==> config.mk <==
export PLATFORM = sky130hd
export DESIGN_NAME = thermal_fan_supervisor
export DESIGN_NICKNAME = d
export VERILOG_FILES = /design/src/tfs_pkg.sv /design/src/thermal_fan_supervisor.sv
export VERILOG_INCLUDE_DIRS = /design/src /design/src/src
export SDC_FILE = /design/constraint.sdc
export NUM_CORES = 1
export LEC_CHECK = 0
export BUFFER_PORTS_ARGS = -buffer_cell sky130_fd_sc_hd__buf_2
export CORE_ASPECT_RATIO = 0.9
export CORE_MARGIN = 2
export CORE_UTILIZATION = 55
export CTS_CLUSTER_DIAMETER = 80
export DETAILED_ROUTE_END_ITERATION = 16
export PLACE_DENSITY = 0.82
export SLEW_MARGIN = 25
export SYNTH_ARGS = -nofsm -noshare
export SYNTH_HDL_FRONTEND = slang
export SYNTH_SLANG_ARGS = --single-unit
==> constraint.sdc <==
create_clock -name clock -period 22.5 [get_ports clock]
set_clock_uncertainty 0.05 [all_clocks]
set_input_delay 1.125 -clock clock [delete_from_list [all_inputs] [get_ports clock]]
set_output_delay 1.125 -clock clock [all_outputs]
set_load 0.02 [all_outputs]
==> src/thermal_fan_supervisor_macros.svh <==
// Assertion macros shared by the thermal fan supervisor RTL.
`ifndef THERMAL_FAN_SUPERVISOR_MACROS_SVH
`define THERMAL_FAN_SUPERVISOR_MACROS_SVH

`ifndef SYNTHESIS

// Check that post holds in the same cycle as pre
`define TFS_ASSERT_IMPL(name, clk, rst, pre, post) \
   name: assert property (@(posedge clk) disable iff (rst) (pre) |-> (post)) \
      else $error("tfs assertion failed: same-cycle implication");

// Check that post holds in the cycle after pre
`define TFS_ASSERT_NEXT(name, clk, rst, pre, post) \
   name: assert property (@(posedge clk) disable iff (rst) (pre) |=> (post)) \
      else $error("tfs assertion failed: next-cycle implication");

`else

`define TFS_ASSERT_IMPL(name, clk, rst, pre, post)
`define TFS_ASSERT_NEXT(name, clk, rst, pre, post)

`endif

`endif

==> src/tfs_pkg.sv <==
// Types and constants of the thermal fan supervisor.
package tfs_pkg;

   localparam int REQ_W      = 136;
   localparam int RSP_W      = 32;
   localparam int CSR_IDX_W  = 3;
   localparam int CSR_DATA_W = 16;
   localparam int HYST_W     = 10;
   localparam int TEMP_W     = 16;
   localparam int DUTY_W     = 7;
   localparam int STALL_W    = 4;

   // Register indexes of the configuration port
   typedef enum logic [CSR_IDX_W-1:0] {
      CSR_HYSTERESIS = 3'd0,
      CSR_FAN0_MIN   = 3'd1,
      CSR_FAN1_MIN   = 3'd2,
      CSR_FAN2_MIN   = 3'd3,
      CSR_FAN0_MAX   = 3'd4,
      CSR_FAN1_MAX   = 3'd5,
      CSR_FAN2_MAX   = 3'd6,
      CSR_SUPPLY_MAX = 3'd7
   } csr_index_type;

   // Buzzer modes
   typedef enum logic [1:0] {
      BUZ_OFF   = 2'd0,
      BUZ_ON    = 2'd1,
      BUZ_SHORT = 2'd2
   } buzzer_type;

   // Register reset values
   localparam logic [HYST_W-1:0] HYST_RESET       = 10'd20;
   localparam logic [TEMP_W-1:0] FAN0_MIN_RESET   = 16'd300;
   localparam logic [TEMP_W-1:0] FAN1_MIN_RESET   = 16'd300;
   localparam logic [TEMP_W-1:0] FAN2_MIN_RESET   = 16'd300;
   localparam logic [TEMP_W-1:0] FAN0_MAX_RESET   = 16'd600;
   localparam logic [TEMP_W-1:0] FAN1_MAX_RESET   = 16'd500;
   localparam logic [TEMP_W-1:0] FAN2_MAX_RESET   = 16'd500;
   localparam logic [TEMP_W-1:0] SUPPLY_MAX_RESET = 16'd800;

   // Ramp shape: fans 0 and 1 use the main ramp, fan 2 the auxiliary one
   localparam logic [DUTY_W-1:0] DUTY_FULL      = 7'd100;
   localparam logic [DUTY_W-1:0] DUTY_ZERO      = 7'd0;
   localparam logic [DUTY_W-1:0] RAMP_SPAN_MAIN = 7'd80;
   localparam logic [DUTY_W-1:0] RAMP_BASE_MAIN = 7'd20;
   localparam logic [DUTY_W-1:0] RAMP_SPAN_AUX  = 7'd60;
   localparam logic [DUTY_W-1:0] RAMP_BASE_AUX  = 7'd40;

   // Fan index of the last fan, which has no tach and no switch
   localparam logic [1:0] FAN_LAST = 2'd2;
   // Index of the supply source in the critical flags
   localparam logic [1:0] SRC_SUPPLY = 2'd3;

   // Request word, first field in the lowest bits
   typedef struct packed {
      logic [5:0]               pad;
      logic [31:0]              now_ms;
      logic                     power_off_button;
      logic                     power_on_button;
      logic [15:0]              tach_fan1;
      logic [15:0]              tach_fan0;
      logic signed [TEMP_W-1:0] temp_supply;
      logic signed [TEMP_W-1:0] temp_inner;
      logic signed [TEMP_W-1:0] temp_disk;
      logic signed [TEMP_W-1:0] temp_cpu;
   } req_word_type;

   // Response word, first field in the lowest bits
   typedef struct packed {
      logic [1:0]        pad;
      logic              monitor_disabled;
      logic              fan1_dead;
      logic              fan0_dead;
      logic              shutdown_pending;
      logic [1:0]        buzzer_mode;
      logic              fan1_enable_out;
      logic              fan0_enable_out;
      logic              relay_out;
      logic [DUTY_W-1:0] duty_fan2;
      logic [DUTY_W-1:0] duty_fan1;
      logic [DUTY_W-1:0] duty_fan0;
   } rsp_word_type;

endpackage

==> src/thermal_fan_supervisor.sv <==
// Thermal fan supervisor: one monitoring word in, one control word out.
// Sequence: when halted, the word goes straight from the button step to the response;
//   else each fan inside its ramp band also runs the shared 7-step ramp divider.
// Flow: the request side waits until the sequencer is back in idle, and a waiting
//   response holds the final step.
// Reset: synchronous, active high; clears all control state and loads register defaults.
`include "thermal_fan_supervisor_macros.svh"

module thermal_fan_supervisor #(
   parameter int unsigned SHUTDOWN_DELAY_MS = 5000,
   parameter int unsigned BUTTON_HOLDOFF_MS = 5000,
   parameter int unsigned STALL_LIMIT       = 10
) (
   input  logic                           clock,
   input  logic                           reset,
   input  logic                           req_tvalid,
   output logic                           req_tready,
   // temp_cpu, temp_disk, temp_inner, temp_supply, tach_fan0, tach_fan1,
   // power_on_button, power_off_button, now_ms, zero pad
   input  logic [tfs_pkg::REQ_W-1:0]      req_tdata,
   output logic                           rsp_tvalid,
   input  logic                           rsp_tready,
   // duty_fan0, duty_fan1, duty_fan2, relay_out, fan0_enable_out, fan1_enable_out,
   // buzzer_mode, shutdown_pending, fan0_dead, fan1_dead, monitor_disabled, zero pad
   output logic [tfs_pkg::RSP_W-1:0]      rsp_tdata,
   input  logic                           csr_valid,
   output logic                           csr_ready,
   input  logic [tfs_pkg::CSR_IDX_W-1:0]  csr_index,
   input  logic [tfs_pkg::CSR_DATA_W-1:0] csr_data
);
   import tfs_pkg::*;

   localparam logic [31:0]        DELAY   = 32'(SHUTDOWN_DELAY_MS);
   localparam logic [31:0]        HOLDOFF = 32'(BUTTON_HOLDOFF_MS);
   localparam logic [STALL_W-1:0] STALL_LIM = STALL_W'(STALL_LIMIT);

   typedef enum logic [2:0] {
      ST_IDLE,
      ST_BUTTON,
      ST_EVAL,
      ST_DIVIDE,
      ST_RAMP,
      ST_SUPPLY,
      ST_EXPIRE,
      ST_DONE
   } state_type;

   // Configuration registers
   logic [HYST_W-1:0]               hyst_ff;
   logic [2:0][TEMP_W-1:0]          min_ff;
   logic [2:0][TEMP_W-1:0]          max_ff;
   logic [TEMP_W-1:0]               supply_max_ff;

   // Sequencer and supervisor state
   state_type                       state_ff, state_in;
   logic [1:0]                      fan_ff, fan_in;
   req_word_type                    item_ff, item_in;
   logic [31:0]                     deadline_ff, deadline_in;
   logic [31:0]                     press_ff, press_in;
   logic [1:0][STALL_W-1:0]         stall_ff, stall_in;
   logic [3:0]                      crit_ff, crit_in;
   logic                            halted_ff, halted_in;
   logic [2:0][DUTY_W-1:0]          duty_ff, duty_in;
   logic                            relay_ff, relay_in;
   logic [1:0]                      switch_ff, switch_in;
   buzzer_type                      buzzer_ff, buzzer_in;

   // Ramp divider
   logic [22:0]                     rem_ff, rem_in;
   logic [21:0]                     dsr_ff, dsr_in;
   logic [DUTY_W-1:0]               quot_ff, quot_in;
   logic [2:0]                      step_ff, step_in;

   // Response register
   logic                            rsp_valid_ff, rsp_valid_in;
   rsp_word_type                    rsp_ff, rsp_in;

   // Per-fan selection and compare
   logic signed [TEMP_W-1:0]        t_sel, lo_sel, hi_sel;
   logic [15:0]                     tach_sel;
   logic [DUTY_W-1:0]               span_sel, base_sel;
   logic signed [17:0]              t_ext, low_lim, high_lim;
   logic                            below, above, in_ramp;
   logic [16:0]                     t_minus_lo, hi_minus_lo;
   logic [22:0]                     numer;
   logic [31:0]                     arm_sum, arm_value;
   logic                            div_ge;
   logic [DUTY_W:0]                 ramp_sum;
   logic                            fidx;

   assign req_tready = (state_ff == ST_IDLE);
   assign rsp_tvalid = rsp_valid_ff;
   assign rsp_tdata  = rsp_ff;
   assign csr_ready  = 1'b1;

   // Write configuration registers
   always_ff @(posedge clock) begin
      if (reset) begin
         hyst_ff       <= HYST_RESET;
         min_ff[0]     <= FAN0_MIN_RESET;
         min_ff[1]     <= FAN1_MIN_RESET;
         min_ff[2]     <= FAN2_MIN_RESET;
         max_ff[0]     <= FAN0_MAX_RESET;
         max_ff[1]     <= FAN1_MAX_RESET;
         max_ff[2]     <= FAN2_MAX_RESET;
         supply_max_ff <= SUPPLY_MAX_RESET;
      end else if (csr_valid && csr_ready) begin
         case (csr_index_type'(csr_index))
            CSR_HYSTERESIS: hyst_ff       <= csr_data[HYST_W-1:0];
            CSR_FAN0_MIN:   min_ff[0]     <= csr_data;
            CSR_FAN1_MIN:   min_ff[1]     <= csr_data;
            CSR_FAN2_MIN:   min_ff[2]     <= csr_data;
            CSR_FAN0_MAX:   max_ff[0]     <= csr_data;
            CSR_FAN1_MAX:   max_ff[1]     <= csr_data;
            CSR_FAN2_MAX:   max_ff[2]     <= csr_data;
            CSR_SUPPLY_MAX: supply_max_ff <= csr_data;
            default:        hyst_ff       <= hyst_ff;
         endcase
      end
   end

   // Select the sensor, thresholds and ramp shape of the current fan
   always_comb begin
      fidx = fan_ff[0];
      case (fan_ff)
         2'd0: begin
            t_sel    = item_ff.temp_cpu;
            tach_sel = item_ff.tach_fan0;
         end
         2'd1: begin
            t_sel    = item_ff.temp_disk;
            tach_sel = item_ff.tach_fan1;
         end
         default: begin
            t_sel    = item_ff.temp_inner;
            tach_sel = item_ff.tach_fan0;
         end
      endcase
      lo_sel   = $signed(min_ff[fan_ff]);
      hi_sel   = $signed(max_ff[fan_ff]);
      span_sel = (fan_ff == FAN_LAST) ? RAMP_SPAN_AUX : RAMP_SPAN_MAIN;
      base_sel = (fan_ff == FAN_LAST) ? RAMP_BASE_AUX : RAMP_BASE_MAIN;

      // Thresholds at full precision
      t_ext    = {{2{t_sel[15]}}, t_sel};
      low_lim  = {{2{lo_sel[15]}}, lo_sel} - {8'd0, hyst_ff};
      high_lim = {{2{hi_sel[15]}}, hi_sel} + {8'd0, hyst_ff};
      below    = t_ext < low_lim;
      above    = t_ext > high_lim;
      in_ramp  = (t_sel > lo_sel) && (t_sel < hi_sel);

      // Both differences are positive inside the ramp band
      t_minus_lo  = {t_sel[15], t_sel} - {lo_sel[15], lo_sel};
      hi_minus_lo = {hi_sel[15], hi_sel} - {lo_sel[15], lo_sel};
      numer       = {16'd0, span_sel} * {7'd0, t_minus_lo[15:0]};

      // Shutdown deadline, zero stands for not armed
      arm_sum   = item_ff.now_ms + DELAY;
      arm_value = (arm_sum == 32'd0) ? 32'd1 : arm_sum;

      div_ge   = rem_ff >= {1'b0, dsr_ff};
      ramp_sum = {1'b0, base_sel} + {1'b0, quot_ff};
   end

   // Sequencer
   always_comb begin
      state_in     = state_ff;
      fan_in       = fan_ff;
      item_in      = item_ff;
      deadline_in  = deadline_ff;
      press_in     = press_ff;
      stall_in     = stall_ff;
      crit_in      = crit_ff;
      halted_in    = halted_ff;
      duty_in      = duty_ff;
      relay_in     = relay_ff;
      switch_in    = switch_ff;
      buzzer_in    = buzzer_ff;
      rem_in       = rem_ff;
      dsr_in       = dsr_ff;
      quot_in      = quot_ff;
      step_in      = step_ff;
      rsp_in       = rsp_ff;
      rsp_valid_in = rsp_valid_ff && !rsp_tready;

      case (state_ff)
         ST_IDLE: begin
            if (req_tvalid) begin
               item_in  = req_word_type'(req_tdata);
               state_in = ST_BUTTON;
            end
         end

         // Handle the power-on and all-off buttons
         ST_BUTTON: begin
            if (item_ff.power_on_button) begin
               relay_in  = 1'b1;
               halted_in = 1'b0;
            end
            if (item_ff.power_off_button) begin
               if (!(press_ff != 32'd0 && (item_ff.now_ms - press_ff) < HOLDOFF)) begin
                  press_in  = (item_ff.now_ms == 32'd0) ? 32'd1 : item_ff.now_ms;
                  buzzer_in = BUZ_OFF;
                  duty_in   = '0;
                  relay_in  = 1'b0;
                  halted_in = 1'b1;
               end
            end else begin
               press_in = 32'd0;
            end
            fan_in   = 2'd0;
            state_in = halted_in ? ST_DONE : ST_EVAL;
         end

         // Classify one fan's temperature and, for fans 0 and 1, run its stall check
         ST_EVAL: begin
            state_in = (fan_ff == FAN_LAST) ? ST_SUPPLY : ST_EVAL;
            fan_in   = fan_ff + 2'd1;
            if (below) begin
               duty_in[fan_ff] = DUTY_ZERO;
            end else if (above) begin
               if (deadline_ff == 32'd0) begin
                  crit_in[fan_ff] = 1'b1;
                  deadline_in     = arm_value;
                  buzzer_in       = BUZ_ON;
                  duty_in[fan_ff] = DUTY_FULL;
               end
            end else begin
               crit_in[fan_ff] = 1'b0;
               if (fan_ff != FAN_LAST) begin
                  if (switch_ff[fidx]) begin
                     if (duty_ff[fan_ff] != DUTY_ZERO && tach_sel == 16'd0) begin
                        if (stall_ff[fidx] > STALL_LIM) begin
                           buzzer_in = BUZ_SHORT;
                        end else begin
                           stall_in[fidx] = STALL_W'(stall_ff[fidx] + 1'b1);
                        end
                     end else if (stall_ff[fidx] != '0) begin
                        buzzer_in      = BUZ_OFF;
                        stall_in[fidx] = '0;
                     end
                  end else begin
                     switch_in[fidx] = 1'b1;
                  end
               end
               // Start the ramp division; the quotient stays below the span
               if (in_ramp) begin
                  rem_in   = numer;
                  dsr_in   = {hi_minus_lo[15:0], 6'd0};
                  quot_in  = '0;
                  step_in  = 3'd6;
                  fan_in   = fan_ff;
                  state_in = ST_DIVIDE;
               end
            end
         end

         // One quotient bit per cycle
         ST_DIVIDE: begin
            if (div_ge) begin
               rem_in = rem_ff - {1'b0, dsr_ff};
            end
            quot_in = {quot_ff[DUTY_W-2:0], div_ge};
            dsr_in  = dsr_ff >> 1;
            step_in = step_ff - 3'd1;
            if (step_ff == 3'd0) begin
               state_in = ST_RAMP;
            end
         end

         // Add the base and clamp to full duty
         ST_RAMP: begin
            duty_in[fan_ff] = (ramp_sum > {1'b0, DUTY_FULL}) ? DUTY_FULL
                                                             : ramp_sum[DUTY_W-1:0];
            fan_in   = fan_ff + 2'd1;
            state_in = (fan_ff == FAN_LAST) ? ST_SUPPLY : ST_EVAL;
         end

         // Supply over-temperature forces all fans on at full duty
         ST_SUPPLY: begin
            if (item_ff.temp_supply > $signed(supply_max_ff)) begin
               duty_in   = {DUTY_FULL, DUTY_FULL, DUTY_FULL};
               switch_in = 2'b11;
               if (deadline_ff == 32'd0) begin
                  crit_in[SRC_SUPPLY] = 1'b1;
                  deadline_in         = arm_value;
                  buzzer_in           = BUZ_ON;
               end
            end else begin
               crit_in[SRC_SUPPLY] = 1'b0;
            end
            state_in = ST_EXPIRE;
         end

         // Cancel or fire an armed shutdown
         ST_EXPIRE: begin
            if (deadline_ff != 32'd0) begin
               if (crit_ff == 4'd0) begin
                  deadline_in = 32'd0;
                  buzzer_in   = BUZ_OFF;
               end else if (item_ff.now_ms > deadline_ff) begin
                  deadline_in = 32'd0;
                  relay_in    = 1'b0;
                  buzzer_in   = BUZ_OFF;
               end
            end
            state_in = ST_DONE;
         end

         // Load the response word once the output register is free
         ST_DONE: begin
            if (!rsp_valid_ff || rsp_tready) begin
               rsp_in.pad              = '0;
               rsp_in.monitor_disabled = halted_ff;
               rsp_in.fan1_dead        = stall_ff[1] > STALL_LIM;
               rsp_in.fan0_dead        = stall_ff[0] > STALL_LIM;
               rsp_in.shutdown_pending = deadline_ff != 32'd0;
               rsp_in.buzzer_mode      = buzzer_ff;
               rsp_in.fan1_enable_out  = switch_ff[1];
               rsp_in.fan0_enable_out  = switch_ff[0];
               rsp_in.relay_out        = relay_ff;
               rsp_in.duty_fan2        = duty_ff[2];
               rsp_in.duty_fan1        = duty_ff[1];
               rsp_in.duty_fan0        = duty_ff[0];
               rsp_valid_in            = 1'b1;
               state_in                = ST_IDLE;
            end
         end

         default: begin
            state_in = ST_IDLE;
         end
      endcase
   end

   // Hold state and the response register
   always_ff @(posedge clock) begin
      if (reset) begin
         state_ff     <= ST_IDLE;
         fan_ff       <= '0;
         deadline_ff  <= '0;
         press_ff     <= '0;
         stall_ff     <= '0;
         crit_ff      <= '0;
         halted_ff    <= 1'b0;
         duty_ff      <= '0;
         relay_ff     <= 1'b0;
         switch_ff    <= '0;
         buzzer_ff    <= BUZ_OFF;
         step_ff      <= '0;
         rsp_valid_ff <= 1'b0;
      end else begin
         state_ff     <= state_in;
         fan_ff       <= fan_in;
         deadline_ff  <= deadline_in;
         press_ff     <= press_in;
         stall_ff     <= stall_in;
         crit_ff      <= crit_in;
         halted_ff    <= halted_in;
         duty_ff      <= duty_in;
         relay_ff     <= relay_in;
         switch_ff    <= switch_in;
         buzzer_ff    <= buzzer_in;
         step_ff      <= step_in;
         rsp_valid_ff <= rsp_valid_in;
      end
      item_ff <= item_in;
      rem_ff  <= rem_in;
      dsr_ff  <= dsr_in;
      quot_ff <= quot_in;
      rsp_ff  <= rsp_in;
   end

   // The ramp quotient never reaches the span of its fan
   `TFS_ASSERT_IMPL(a_quot_below_span, clock, reset, state_ff == ST_RAMP, quot_ff < span_sel)
   // An accepted word keeps the request side closed in the next cycle
   `TFS_ASSERT_NEXT(a_busy_after_accept, clock, reset, req_tvalid && req_tready, !req_tready)
   // Every reported duty is within range
   `TFS_ASSERT_IMPL(a_duty_range, clock, reset, rsp_valid_ff, rsp_ff.duty_fan0 <= DUTY_FULL && rsp_ff.duty_fan1 <= DUTY_FULL && rsp_ff.duty_fan2 <= DUTY_FULL)

endmodule
==> flow_summary.ini <==
[outcome]
status = complete, no violations

[finish]
final_area_sq_mm = 0.0320
fin_nets = 3861
drive_gt1_share_pct = 10.7
area_growth_pct = 10.4
post-route-util_pct = 61.7

[min_path]
holdPathStages = 2
min_to = min_ff[46]
hp-start = min_ff[46]
hp-class = reg2reg

[sta]
period_needed_ns = 8.52
maxSlewViolCount = 0
worst-slew-pin-transition_ns = 1.05
max_freq_mhz = 117
rsz0062_at_grt = no
relSlewSlack_pct = 30.1
hold_viol = 0
setup_viol = 0
period_share_pct = 37.9
tns_ns = 0

[synthesis]
yosys-top-cells-area = edfxtp_1 22%, dfxtp_1 16%, ha_1 12%
synth_common_cells = 498 x nand2_1, 299 x a21oi_1, 273 x ha_1, 234 x dfxtp_1
synth_top_area_share_pct = 21.9
synth_ff_type = dfxtp_1
synth_most_common_cell = nand2_1
yosys.cell_types.count = 101
synth-edff-count = 212
synth_warnings = 0
ys_async_sr_fraction_pct = 0
synth.avg_cell_area_sq_um = 8.82
ys_seq_elements = 446
syn_inst = 3290
synth_top_cell_by_area = edfxtp_1
netlist_area_sq_mm = 0.0290
ys_seq_area_share_pct = 38.1

[cts]
cts_tree = done
clockRootBuffer = clkbuf_16
clock-sinks = 446
insertion_delay_ns = 0.61
cts_setup_buffers = 0
clk_pin_slew_worst_paths_ns = 0.07
hold_buffers = 0
cts.path.max_buffers = 3
cts_buffers = 48
ctsHtreeMaxLevel = 2
cts_resized = 0

[grt]
gr-total-overflow = 0
grt_max_degree = 99
antenna_found_initial = 1
grt_first_pass_wirelength_um = 122000
grt_usage_pct = 27.8
grt_pass1_vias = 22920

[critical_path]
reg2regPathDepth = 32
required_ns = 22.75
crit_type = reg2reg
setup.worst_path.end_class = flip-flop
crit_path_max_incr_delay_ns = 0.63
regToRegEndpoint = rem_ff[22]
worst_ep_arrival_time_ns = 8.77
slowest_stage = a31oi_1
startpoint = fan_ff[0]
reg2reg_from = fan_ff[0]
rrSetupSlack_ns = 13.98
critPathLaunchType = flip-flop
crit_top_cell = ha_1
cp_max_fo = 18

[place]
place.gp.congestion = 0.941
port_buffers = 185
dpl.hpwl_um = 57200
place_area_sq_mm = 0.0304

[route]
drtIter0Drc = 2593
vias = 24764
wl_um = 77900
antenna_left = 0
via_per_inst = 6.01
drtPass1Iterations = 6
remaining_drc_errors = 0
wl_per_cell_um = 18.9

[floorplan]
start_util_pct = 55.9
dieHeight_um = 222
die_w_um = 246
io_pins = 195
die-area_sq_mm = 0.0546
coreArea_sq_mm = 0.0519
rows = 79

[run]
drv_cap = 0
[through the flow]
step | cells | hold WS [ns] | worst slack, ns
2_1_floorplan | 3291 | 0.358 | 15.01
3_3_place_gp | 4031 | 0.391 | 14.24
3_5_place_dp | 4031 | 0.397 | 14.17
4_1_cts | 4120 | 0.405 | 14.09
5_1_grt | 4121 | 0.422 | 13.40
6_report | 4121 | 0.404 | 13.98
[flip-flops by register name, indices dropped and copies added, names as in the netlist, 3 cells and up, named ones only]
register and count:
press_ff 32, deadline_ff 32, rem_ff 23, max_ff 48
supply_max_ff 16, stall_ff 8, item_ff 130, state_ff 3
dsr_ff 22, hyst_ff 10, step_ff 3, min_ff 48
quot_ff 7, duty_ff 21, rsp_tdata 30
[kinds of logic (layout without fill, tap and decap cells)]
| logic type | count (synthesis) | count (layout) | synth area share, % |
|---|---|---|---|
| flip-flops | 446 | 446 | 38.1 |
| AND/OR/NAND/NOR | 1158 | 1158 | 18.3 |
| buffers and inverters | 392 | 533 | 5.38 |
| multiplexers | 100 | 100 | 3.51 |
| XOR/XNOR | 122 | 122 | 3.68 |
| other | 2 | 4 | 0.0259 |
| AO/OA/AOI/OAI | 757 | 757 | 16.7 |
| adder cells (fa/ha/maj) | 313 | 313 | 14.4 |
[layer usage]
layer / vias to the layer above / routed length, um / track usage, %
li1: 11870 / - / -
met5: - / 0 / 0
met3: 142 / 7580 / 5.69
met2: 1059 / 33500 / 42.2
met1: 11693 / 34700 / 40.1
met4: 0 / 2080 / 7.86
[cell type report]
| type | instances | area [sq um] |
|---|---|---|
| Clock buffer | 56 | 1260 |
| Antenna cell | 1 | 2.50 |
| Tap cell | 688 | 861 |
| Inverter | 234 | 880 |
| Multi-Input combinational cell | 2453 | 16500 |
| Fill cell | 4290 | 19900 |
| Timing Repair Buffer | 210 | 1120 |
| Clock inverter | 33 | 407 |
| Sequential cell | 446 | 11100 |
[worst max-delay path by stage]
stage | endpoint | slack [ns] | cells past startpoint
final | rem_ff[22] | 13.98 | 32
after global routing | rem_ff[22] | 13.40 | 33
after CTS | rem_ff[22] | 14.09 | 32
after detailed placement | rem_ff[22] | 14.17 | 32
after global placement | rem_ff[22] | 14.24 | 32
after floorplan | rem_ff[22] | 15.01 | 30
[cell usage in the layout (no fill, tap or decap), drive strengths merged, types with 88 or more instances in the layout]
master / instances
nand2: 500
a21oi: 303
ha: 273
inv: 237
nor2: 235
dfxtp: 234
edfxtp: 212
buf: 210
o21ai: 145
nand3: 97
mux2i: 88
[critical path, delay by kind of cell (launching register included)]
family	cells	cell delay, ns
mux	1	0.24
simple gates	4	0.47
xor+xnor	1	0.30
fa+ha+maj	8	2.83
compound gates	14	2.93
buf+inv	4	1.03
flops	1	0.38
Power is not shown: default switching activity piles up to over one toggle a cycle in this logic, so the estimate is an artifact.
